$ cat config.mk
export PLATFORM = sky130hd
export DESIGN_NAME = nearest_neighbor_scale_coordinates
export DESIGN_NICKNAME = d
export VERILOG_FILES = /design/src/hdl/nnsc_pkg.sv /design/src/hdl/nnsc_lane.sv /design/src/hdl/nearest_neighbor_scale_coordinates.sv
export SDC_FILE = /design/constraint.sdc
export NUM_CORES = 1
export LEC_CHECK = 0
export ABC_CLOCK_PERIOD_IN_PS = 14400
export BUFFER_PORTS_ARGS = -buffer_cell sky130_fd_sc_hd__buf_2
export CAP_MARGIN = 10
export CORE_ASPECT_RATIO = 1.1
export CORE_MARGIN = 1.5
export CORE_UTILIZATION = 70
export CTS_CLUSTER_SIZE = 10
export DETAILED_ROUTE_END_ITERATION = 12
export HOLD_SLACK_MARGIN = 0.02
export PLACE_DENSITY = 0.88
export SYNTH_ARGS = -nofsm -noshare
export SYNTH_HDL_FRONTEND = slang
export SYNTH_HIERARCHICAL = 1
export SYNTH_SLANG_ARGS = --single-unit
$ cat constraint.sdc
create_clock -name clk -period 14.4 [get_ports clk]
set_input_delay 0.72 -clock clk [delete_from_list [all_inputs] [get_ports clk]]
set_output_delay 0.72 -clock clk [all_outputs]
set_load 0.03 [all_outputs]
$ cat src/hdl/nnsc_pkg.sv
`default_nettype none

package nnsc_pkg;

	// fixed field widths
	localparam int unsigned COORD_W = 12;
	localparam int unsigned CFG_W = 13;
	localparam int unsigned MODE_W = 2;
	localparam int unsigned OUT_W = 14;
	localparam int unsigned REG_IDX_W = 3;
	localparam int unsigned CURVE_W = 5;

	localparam int OUT_MAX = 8191;
	localparam int OUT_MIN = -8192;

	// register indexes
	localparam logic [REG_IDX_W-1:0] REG_SRC_WIDTH = 3'd0;
	localparam logic [REG_IDX_W-1:0] REG_SRC_HEIGHT = 3'd1;
	localparam logic [REG_IDX_W-1:0] REG_DST_WIDTH = 3'd2;
	localparam logic [REG_IDX_W-1:0] REG_DST_HEIGHT = 3'd3;
	localparam logic [REG_IDX_W-1:0] REG_WARP_MODE = 3'd4;

	// warp modes; the unused code behaves as plain
	localparam logic [MODE_W-1:0] MODE_PLAIN = 2'd0;
	localparam logic [MODE_W-1:0] MODE_CURVE = 2'd1;
	localparam logic [MODE_W-1:0] MODE_MIRROR = 2'd2;

	// curve shift stepping
	localparam logic [CURVE_W-1:0] CURVE_LIMIT = 5'd20;
	localparam logic [CURVE_W-1:0] CURVE_STEP = 5'd5;

	typedef enum logic [2:0] {
		ST_IDLE,
		ST_MUL,
		ST_PREP,
		ST_DIV,
		ST_FIN1,
		ST_FIN2,
		ST_FIN3,
		ST_DONE
	} state_t;

	// per-cycle commands from the sequencer to each coordinate lane
	typedef struct packed {
		logic load;
		logic mul;
		logic prep;
		logic div;
		logic fin1;
		logic fin2;
		logic fin3;
	} lane_ctrl_t;

endpackage

`default_nettype wire

$ cat src/hdl/nnsc_lane.sv
`default_nettype none

// One coordinate: bit-serial multiply, signed numerator, bit-serial restoring
// divide, floor, offset, floor-to-trunc correction, saturation and range check.
module nnsc_lane import nnsc_pkg::*; #(
	parameter int unsigned FW = 14,
	parameter int unsigned DW = 13,
	parameter int unsigned DNW = 15
) (
	input  wire logic                    clk,
	input  wire lane_ctrl_t              ctrl,
	input  wire logic [COORD_W-1:0]      coord,
	input  wire logic [FW-1:0]           fac_mag,
	input  wire logic                    fac_neg,
	input  wire logic                    mirror,
	input  wire logic [DNW-1:0]          den,
	input  wire logic [DNW-1:0]          cadd,
	input  wire logic [DW-1:0]           offset,
	input  wire logic [DW-1:0]           lim,
	output logic signed [OUT_W-1:0]      src,
	output logic                         in_range
);

	localparam int unsigned PW = COORD_W + FW;
	localparam int unsigned NW = PW + 2;
	localparam int unsigned VW = NW + 2;
	localparam logic signed [VW-1:0] SAT_HI = VW'(OUT_MAX);
	localparam logic signed [VW-1:0] SAT_LO = VW'(OUT_MIN);

	logic [COORD_W-1:0]     coord_q;
	logic [FW-1:0]          fac_q;
	logic                   neg_q;
	logic [DNW-1:0]         den_q;
	logic [DNW-1:0]         c_q;
	logic [DW-1:0]          off_q;
	logic [DW-1:0]          lim_q;
	logic [PW-1:0]          acc_q;
	logic [NW-1:0]          num_q;
	logic [DNW-1:0]         rem_q;
	logic                   nneg_q;
	logic                   remnz_q;
	logic signed [VW-1:0]   floor_q;
	logic signed [VW-1:0]   v_q;
	logic signed [VW-1:0]   vt_q;

	// numerator build: (neg ? c - 2P : 2P + c), split into magnitude and sign
	logic [NW-1:0] p2, ce, n_sum, n_pc, n_cp, n_mag;
	logic          n_gt, n_neg;

	always_comb begin
		p2 = NW'({acc_q, 1'b0});
		ce = NW'(c_q);
		n_sum = p2 + ce;
		n_pc = p2 - ce;
		n_cp = ce - p2;
		n_gt = p2 > ce;
		if (!neg_q) begin
			n_mag = n_sum;
			n_neg = 1'b0;
		end else if (n_gt) begin
			n_mag = n_pc;
			n_neg = 1'b1;
		end else begin
			n_mag = n_cp;
			n_neg = 1'b0;
		end
	end

	// one restoring divide step
	logic [DNW:0]   d_try, d_sub;
	logic           d_ge;
	logic [DNW-1:0] d_rem;

	always_comb begin
		d_try = {rem_q, num_q[NW-1]};
		d_sub = d_try - {1'b0, den_q};
		d_ge = d_try >= {1'b0, den_q};
		d_rem = d_ge ? d_sub[DNW-1:0] : d_try[DNW-1:0];
	end

	logic [VW-1:0] qe;
	assign qe = VW'(num_q);

	always_ff @(posedge clk) begin
		if (ctrl.load) begin
			coord_q <= coord;
			fac_q <= fac_mag;
			neg_q <= fac_neg ^ mirror;
			den_q <= den;
			c_q <= cadd;
			off_q <= offset;
			lim_q <= lim;
			acc_q <= '0;
		end else if (ctrl.mul) begin
			acc_q <= {acc_q[PW-2:0], 1'b0} + (coord_q[COORD_W-1] ? PW'(fac_q) : '0);
			coord_q <= {coord_q[COORD_W-2:0], 1'b0};
		end else if (ctrl.prep) begin
			num_q <= n_mag;
			nneg_q <= n_neg;
			rem_q <= '0;
		end else if (ctrl.div) begin
			rem_q <= d_rem;
			num_q <= {num_q[NW-2:0], d_ge};
		end else if (ctrl.fin1) begin
			// floor quotient: -q, less one when inexact
			remnz_q <= rem_q != '0;
			floor_q <= nneg_q ? (~qe + VW'(rem_q == '0)) : qe;
		end else if (ctrl.fin2) begin
			v_q <= floor_q + $signed(VW'(off_q));
		end else if (ctrl.fin3) begin
			// floor -> trunc toward zero
			vt_q <= (v_q[VW-1] && remnz_q) ? v_q + VW'(1) : v_q;
		end
	end

	always_comb begin
		if (vt_q > SAT_HI) begin
			src = SAT_HI[OUT_W-1:0];
		end else if (vt_q < SAT_LO) begin
			src = SAT_LO[OUT_W-1:0];
		end else begin
			src = vt_q[OUT_W-1:0];
		end
		in_range = !vt_q[VW-1] && (vt_q < $signed(VW'(lim_q)));
	end

endmodule

`default_nettype wire

$ cat src/hdl/nearest_neighbor_scale_coordinates.sv
`default_nettype none

// Nearest-neighbor source coordinate generator. Feed output pixel coordinates
// (out_x, out_y) in raster order; each accepted word gives one result word with
// the rounded source column and row (exact rational quotient, rounded as
// trunc(v + 1/2)), an in-range flag and the write / reuse-last-color flags.
// warp_mode 0 scales plainly, 1 applies the row-varying curve warp to x,
// 2 mirrors the plain scale; code 3 acts as 0. Dimension registers holding 0
// count as 1 and values above MAX_DIM count as MAX_DIM. An input at (0,0)
// restarts the curve state in every mode. Write configuration only while idle.
// One word is in flight at a time; the next word is taken once the result of
// the last has been loaded into the output register.
// Time goes into a 12-step bit-serial multiply of the coordinate and an NW-step
// bit-serial restoring divide, both lanes (x and y) running side by side.
// A finished result sits in the output register and does not block the next
// input word.
module nearest_neighbor_scale_coordinates import nnsc_pkg::*; #(
	parameter int MAX_DIM = 4096
) (
	input  wire logic                  clk,
	input  wire logic                  arst_n,
	// configuration
	input  wire logic                  cfg_wr_en,
	input  wire logic [REG_IDX_W-1:0]  cfg_index,
	input  wire logic [CFG_W-1:0]      cfg_data,
	// input words
	input  wire logic                  in_valid,
	output logic                       in_stall,
	input  wire logic [COORD_W-1:0]    out_x,
	input  wire logic [COORD_W-1:0]    out_y,
	// result words
	output logic                       out_valid,
	input  wire logic                  out_stall,
	output logic signed [OUT_W-1:0]    src_x,
	output logic signed [OUT_W-1:0]    src_y,
	output logic                       in_range,
	output logic                       write_pixel,
	output logic                       reuse_last_colour
);

	localparam int unsigned DW = $clog2(MAX_DIM + 1);
	localparam int unsigned FW = ((DW > COORD_W) ? DW : COORD_W) + 1;
	localparam int unsigned DNW = ((DW > 5) ? DW : 5) + 2;
	localparam int unsigned NW = COORD_W + FW + 2;
	localparam int unsigned CW = $clog2(NW);

	// configuration registers
	logic [CFG_W-1:0]  src_width_q, src_height_q, dst_width_q, dst_height_q;
	logic [MODE_W-1:0] warp_mode_q;

	always_ff @(posedge clk or negedge arst_n) begin
		if (!arst_n) begin
			src_width_q <= CFG_W'(1);
			src_height_q <= CFG_W'(1);
			dst_width_q <= CFG_W'(1);
			dst_height_q <= CFG_W'(1);
			warp_mode_q <= MODE_PLAIN;
		end else if (cfg_wr_en) begin
			case (cfg_index)
				REG_SRC_WIDTH: src_width_q <= cfg_data;
				REG_SRC_HEIGHT: src_height_q <= cfg_data;
				REG_DST_WIDTH: dst_width_q <= cfg_data;
				REG_DST_HEIGHT: dst_height_q <= cfg_data;
				REG_WARP_MODE: warp_mode_q <= cfg_data[MODE_W-1:0];
				default: ;
			endcase
		end
	end

	function automatic logic [DW-1:0] eff_dim(input logic [CFG_W-1:0] v);
		logic [DW-1:0] r;
		if (v == '0) begin
			r = DW'(1);
		end else if (int'(v) > MAX_DIM) begin
			r = DW'(MAX_DIM);
		end else begin
			r = DW'(v);
		end
		return r;
	endfunction

	logic [DW-1:0] sw, sh, dw, dh;
	logic          mode_curve, mode_mirror;

	assign sw = eff_dim(src_width_q);
	assign sh = eff_dim(src_height_q);
	assign dw = eff_dim(dst_width_q);
	assign dh = eff_dim(dst_height_q);
	assign mode_curve = warp_mode_q == MODE_CURVE;
	assign mode_mirror = warp_mode_q == MODE_MIRROR;

	// sequencer
	state_t        st_q, st_d;
	logic [CW-1:0] cnt_q;
	logic          mul_last, div_last, out_free, accept;
	lane_ctrl_t    ctrl;

	assign mul_last = cnt_q == CW'(COORD_W - 1);
	assign div_last = cnt_q == CW'(NW - 1);
	assign out_free = !out_valid || !out_stall;
	assign accept = in_valid && !in_stall;

	always_comb begin
		st_d = st_q;
		case (st_q)
			ST_IDLE: if (in_valid) st_d = ST_MUL;
			ST_MUL: if (mul_last) st_d = ST_PREP;
			ST_PREP: st_d = ST_DIV;
			ST_DIV: if (div_last) st_d = ST_FIN1;
			ST_FIN1: st_d = ST_FIN2;
			ST_FIN2: st_d = ST_FIN3;
			ST_FIN3: st_d = ST_DONE;
			ST_DONE: if (out_free) st_d = ST_IDLE;
			default: st_d = ST_IDLE;
		endcase
	end

	always_comb begin
		in_stall = st_q != ST_IDLE;
		ctrl = '0;
		case (st_q)
			ST_IDLE: ctrl.load = in_valid;
			ST_MUL: ctrl.mul = 1'b1;
			ST_PREP: ctrl.prep = 1'b1;
			ST_DIV: ctrl.div = 1'b1;
			ST_FIN1: ctrl.fin1 = 1'b1;
			ST_FIN2: ctrl.fin2 = 1'b1;
			ST_FIN3: ctrl.fin3 = 1'b1;
			default: ;
		endcase
	end

	always_ff @(posedge clk or negedge arst_n) begin
		if (!arst_n) begin
			st_q <= ST_IDLE;
			cnt_q <= '0;
		end else begin
			st_q <= st_d;
			if ((st_q == ST_MUL && !mul_last) || (st_q == ST_DIV && !div_last)) begin
				cnt_q <= cnt_q + CW'(1);
			end else begin
				cnt_q <= '0;
			end
		end
	end

	// curve state: restart at (0,0), step after the row end of every 4th row
	logic [CURVE_W-1:0] curve_phase_q, curve_shift_q;
	logic               curve_rising_q;
	logic               restart, row_end;
	logic [CURVE_W-1:0] ph_base, sh_base, ph_inc, ph_d, sh_d;
	logic               ri_base, ri_d;

	assign restart = (out_x == '0) && (out_y == '0);
	assign row_end = mode_curve && (FW'(out_x) == FW'(dw) - FW'(1)) && (out_y[1:0] == 2'b00);

	always_comb begin
		ph_base = restart ? '0 : curve_phase_q;
		sh_base = restart ? '0 : curve_shift_q;
		ri_base = restart ? 1'b1 : curve_rising_q;
		ph_inc = ph_base + CURVE_STEP;
		ph_d = ph_base;
		sh_d = sh_base;
		ri_d = ri_base;
		if (row_end) begin
			sh_d = ri_base ? ph_inc : CURVE_LIMIT - ph_inc;
			if (ph_inc > CURVE_LIMIT - CURVE_W'(1)) begin
				ph_d = ph_inc - CURVE_LIMIT;
				ri_d = !ri_base;
			end else begin
				ph_d = ph_inc;
			end
		end
	end

	always_ff @(posedge clk or negedge arst_n) begin
		if (!arst_n) begin
			curve_phase_q <= '0;
			curve_shift_q <= '0;
			curve_rising_q <= 1'b1;
		end else if (accept) begin
			curve_phase_q <= ph_d;
			curve_shift_q <= sh_d;
			curve_rising_q <= ri_d;
		end
	end

	// lane operands, taken at acceptance with the shift in force for this pixel
	logic [FW:0]    fx, fx_n;
	logic [FW-1:0]  fx_mag;
	logic           fx_neg;
	logic [DNW-1:0] den_x, c_x, den_y, c_y, den_curve;
	logic [DW-1:0]  off_x, off_y;

	always_comb begin
		fx = (FW + 1)'(sw) + (FW + 1)'(out_x) - (FW + 1)'(sh_base);
		fx_n = ~fx + (FW + 1)'(1);
		den_curve = DNW'({dw, 1'b0}) - DNW'(1) + DNW'(sh_base);
		if (mode_curve) begin
			fx_neg = fx[FW];
			fx_mag = fx[FW] ? fx_n[FW-1:0] : fx[FW-1:0];
			den_x = DNW'({den_curve, 1'b0});
			c_x = den_curve;
		end else begin
			fx_neg = 1'b0;
			fx_mag = FW'(sw);
			den_x = DNW'({dw, 1'b0});
			c_x = DNW'(dw);
		end
		den_y = DNW'({dh, 1'b0});
		c_y = DNW'(dh);
		off_x = mode_mirror ? dw - DW'(1) : '0;
		off_y = mode_mirror ? dh - DW'(1) : '0;
	end

	logic signed [OUT_W-1:0] lx_src, ly_src;
	logic                    lx_inr, ly_inr;

	nnsc_lane #(
		.FW(FW),
		.DW(DW),
		.DNW(DNW)
	) u_lane_x (
		.clk(clk),
		.ctrl(ctrl),
		.coord(out_x),
		.fac_mag(fx_mag),
		.fac_neg(fx_neg),
		.mirror(mode_mirror),
		.den(den_x),
		.cadd(c_x),
		.offset(off_x),
		.lim(sw),
		.src(lx_src),
		.in_range(lx_inr)
	);

	nnsc_lane #(
		.FW(FW),
		.DW(DW),
		.DNW(DNW)
	) u_lane_y (
		.clk(clk),
		.ctrl(ctrl),
		.coord(out_y),
		.fac_mag(FW'(sh)),
		.fac_neg(1'b0),
		.mirror(mode_mirror),
		.den(den_y),
		.cadd(c_y),
		.offset(off_y),
		.lim(sh),
		.src(ly_src),
		.in_range(ly_inr)
	);

	// mode of the word in flight
	logic curve_word_q;

	always_ff @(posedge clk) begin
		if (accept) begin
			curve_word_q <= mode_curve;
		end
	end

	// output register
	logic out_load, inr;

	assign out_load = (st_q == ST_DONE) && out_free;
	assign inr = lx_inr && ly_inr;

	always_ff @(posedge clk or negedge arst_n) begin
		if (!arst_n) begin
			out_valid <= 1'b0;
		end else if (out_load) begin
			out_valid <= 1'b1;
		end else if (!out_stall) begin
			out_valid <= 1'b0;
		end
	end

	always_ff @(posedge clk) begin
		if (out_load) begin
			src_x <= lx_src;
			src_y <= ly_src;
			in_range <= inr;
			write_pixel <= curve_word_q || inr;
			reuse_last_colour <= curve_word_q && !inr;
		end
	end

endmodule

`default_nettype wire

==> metrics.md <==
| Metric | Value |
|---|---|
| Syn avg cell area | 9.99 µm² |
| Peak Freq | 0.189 GHz |
| Max-slew violations | 0 |
| Postcts setup bufs | 0 |
| Core area | 55,000 µm² |
| Worst Max-Slew Pin Slew | 1.25 ns |
| Setup violators final | 0 |
| CTS Buf Count | 71 |
| Clock group share of total power | 20.2% |
| Post-synth ARST share | 12.5% |
| IO Pins | 78 |
| Post-route minimum period | 5.29 ns |
| Register area share after synthesis | 43.5% |
| Largest family of logic cells by synthesized area | simple AND/OR/NAND/NOR gates |
| Vias in the first global route | 29,900 |
| TritonCTS clock tree | yes |
| Final Cycle Share | 36.8% |
| DRT antenna net count | 0 |
| Hold_ws | 0.281 ns |
| Flop pwr share | 35.2% |
| Overall Global Routing Usage | 35.0% |
| CP Launch Type | primary input |
| #FFs+latches synth | 594 |
| Worst path cell trace | buf_2, nor4_1, nand4_1, or2_2, nand2_1, inv_1, fa_1, inv_1, fa_1, a21o_1, a221oi_1, xnor2_1, or4_1, nor4_1, a2111oi_0, a211oi_1 |
| DR WL/cell | 21.4 µm |
| Die ar. | 57,100 µm² |
| Mux share of post-synthesis cell area | 4.41% |
| Kind of critical path | in2reg |
| Critical Path AT | 5.72 ns |
| # rows | 90 |
| Fin area | 42,100 µm² |
| Hold-fix buffers, CTS | 0 |
| Initial antenna violation count | 3 |
| Sw Share | 41.3% |
| Largest net degree at the start of global routing | 173 |
| Final HPWL DP | 73,600 µm |
| IO buf count | 77 |
| Distinct cells, synth | 99 |
| Final hold violations | 0 |
| CTS sink cnt | 594 |
| Status | finished, final reports clean |
| Pre-CTS WS | 8.55 ns |
| HP Class | in2async |
| Clock buffer depth | 3 |
| Post-Synth Simple-Gate Area | 16.4% |
| Critical path's slowest cell | or4_1 |
| Worst-skew pair later-pin latency | 0.62 ns |
| R2R cell count | 12 |
| Crit. End Element | register |
| GP Congestion | 0.957 |
| Starting Density | 70.9% |
| Vias | 31,400 |
| Remaining global-route overflow | 0 |
| Final setup TNS | 0 ns |
| DR vias/cell | 6.65 |
| IR drop worst, VDD | 0.152 mV |
| Synth Area in Adders | 9.34% |
| CP max FO | 9 |
| EDFF count, synth | 468 |
| Die W | 228 µm |
| First-pass GRT wire length | 159,000 µm |
| 1st-pass router iterations | 6 |
| Max incr delay on CP | 0.58 ns |
| Layout Skew | 0.0293 ns |
| Post-Place Cell Area | 40,000 µm² |
| DR DRC count | 0 |
| CTS root buf | clkbuf_16 |
| Die span in y | 250 µm |
| Unrepaired setup endpoints after global routing | false |
| Post-Route WL | 101,000 µm |
| Max cap viols | 0 |
| Relative slew slack | 15.9% |
| Area Overhead vs Synth | 8.00% |
| Mapped cell area | 39,000 µm² |
| Drt initial violations | 3,336 |
| Tot Pwr | 0.00826 W |
| P_sw | 0.00341 W |
| Leakage dissipation | 16.5 nW |
| Fraction of layout cells with a size suffix above 1 | 8.80% |
| Min setup slack post-route | 9.11 ns |
| Synth Warn # | 6 |
| Synth Area in XOR/XNOR | 6.61% |
| Post-Synthesis Cells | 3,898 |
| Pwr Density | 196 nW/µm² |
| H-tree Lvls | 3 |
| Logic pwr share | 44.5% |
| Compound-Gate Fraction of Synth Area | 15.3% |
| Data required, critical path | 14.83 ns |
| Internal power | 0.00485 W |
| Worst-path clk slew | 0.06 ns |
| Post_cts resized | 0 |
| Synth Flop Type | edfxtp_1 |
| # nets final | 4,253 |
layer usage:
layer	GRT usage (%)	up-vias	wire length, µm
met5	0	-	12
met4	13.9	2	3560
met3	5.54	264	9440
met2	57.3	1625	47200
met1	46.8	15100	40800
li1	-	14400	-
critical path: cells and delay by family:
| kind | cells | cell delay, ns |
|---|---|---|
| AO/OA/AOI/OAI | 4 | 1.18 |
| XOR/XNOR | 1 | 0.19 |
| adder cells (fa/ha/maj) | 2 | 0.95 |
| buffers and inverters | 3 | 0.26 |
| AND/OR/NAND/NOR | 6 | 2.42 |
registers in the layout, indices dropped and copies added (netlist names), 14 cells and up:
name              count
src_x                14
src_y                14
u_lane_x/acc_q       26
u_lane_x/c_q         15
u_lane_x/den_q       15
u_lane_x/fac_q       14
u_lane_x/floor_q     30
u_lane_x/num_q       28
u_lane_x/rem_q       15
u_lane_x/v_q         30
u_lane_x/vt_q        30
u_lane_y/acc_q       26
u_lane_y/c_q         15
u_lane_y/den_q       15
u_lane_y/fac_q       14
u_lane_y/floor_q     30
u_lane_y/num_q       28
u_lane_y/rem_q       15
u_lane_y/v_q         30
u_lane_y/vt_q        30
cells in the mapped netlist (35+ instances only):
cell / instances / area share (%)
nor3_1: 79 / 1.0
inv_1: 292 / 2.8
nor2b_1: 64 / 1.0
xor2_1: 86 / 1.9
o21ai_0: 154 / 2.0
edfxtp_1: 468 / 36
dfrtp_1: 69 / 4.4
clkbuf_1: 116 / 1.1
xnor2_1: 208 / 4.7
o31ai_1: 38 / 0.73
nand2_1: 269 / 2.6
and3_1: 51 / 0.82
mux2_2: 89 / 2.6
nand4_1: 61 / 0.98
nand3_1: 99 / 1.3
or3_1: 36 / 0.58
nand2b_1: 48 / 0.77
nor4_1: 65 / 1.0
ha_1: 262 / 8.4
dfxtp_1: 52 / 2.7
and2_1: 52 / 0.84
mux2i_1: 70 / 1.8
a211oi_1: 59 / 1.1
nor2_1: 310 / 3.0
a21o_1: 58 / 1.1
o21a_1: 66 / 1.3
a21oi_1: 194 / 2.5
o211ai_1: 35 / 0.67
power groups by stage:
stage	Sequential (W)	Clock, W	Combinational, W
global route	0.00296	0.00175	0.00401
floorplan	0.00272	0	0.00281
CTS	0.00289	0.00169	0.00359
global placement	0.00290	0	0.00345
finish	0.00291	0.00167	0.00368
detailed placement	0.00292	0	0.00355
final cells by class:
type | count | area [µm²]
fillers | 3665 | 12900
repair buffers | 102 | 588
flip-flops and latches | 594 | 17000
well taps | 736 | 921
clock buffers | 115 | 2040
inverters | 298 | 1120
clock inverters | 6 | 77.6
diodes | 3 | 7.51
multi-input cells | 2861 | 20400
cells in the final DEF, fill, tap and decap left out, types with 18 or more instances in the layout:
cell type / instances
edfxtp_1: 468
nor2_1: 307
inv_1: 292
nand2_1: 269
ha_1: 262
xnor2_1: 208
a21oi_1: 193
o21ai_0: 154
nand3_1: 99
mux2_2: 89
xor2_1: 86
nor3_1: 79
buf_2: 76
clkbuf_16: 74
mux2i_1: 70
dfrtp_1: 69
o21a_1: 66
nor4_1: 64
nor2b_1: 64
nand4_1: 61
a211oi_1: 59
a21o_1: 58
and2_1: 52
dfxtp_1: 52
and3_1: 51
nand2b_1: 48
o31ai_1: 38
clkbuf_1: 38
or3_1: 36
o211ai_1: 35
a31oi_1: 26
buf_4: 25
or4_1: 24
or2_2: 21
o21bai_1: 20
a211o_1: 19
a2111oi_0: 19
fa_1: 18
final timing paths:
| kind | startpoint | to | slack [ns] |
|---|---|---|---|
| max | out_x[2] | u_lane_x/fac_q[12] | 9.11 |
| min | arst_n | dst_width_q[5] | 0.28 |
| max reg2reg | src_width_q[12] | u_lane_x/fac_q[12] | 9.51 |
| min reg2reg | cnt_q[0] | cnt_q[0] | 0.48 |
| max in group asynchronous | arst_n | dst_height_q[10] | 13.44 |
| min in group clk | in_valid | st_q[0] | 0.41 |
logic make-up (layout without fill, tap and decap cells):
group / count (synthesis) / in the layout
DFF: 594 / 594
AOI/OAI and AO/OA: 870 / 870
buffers and inverters: 449 / 521
xor gates and xnor gates: 294 / 294
adders and majority gates: 280 / 280
other: 1 / 10
muxes: 160 / 160
and+or+nand+nor: 1250 / 1250
stage by stage:
stage,instances,util (%)
2_1_floorplan,3904,-
3_3_place_gp,4591,72.7
3_5_place_dp,4591,72.7
4_1_cts,4712,76.5
5_1_grt,4712,76.5
6_report,4715,76.6
Note: power is estimated with default switching activity, not from simulation.
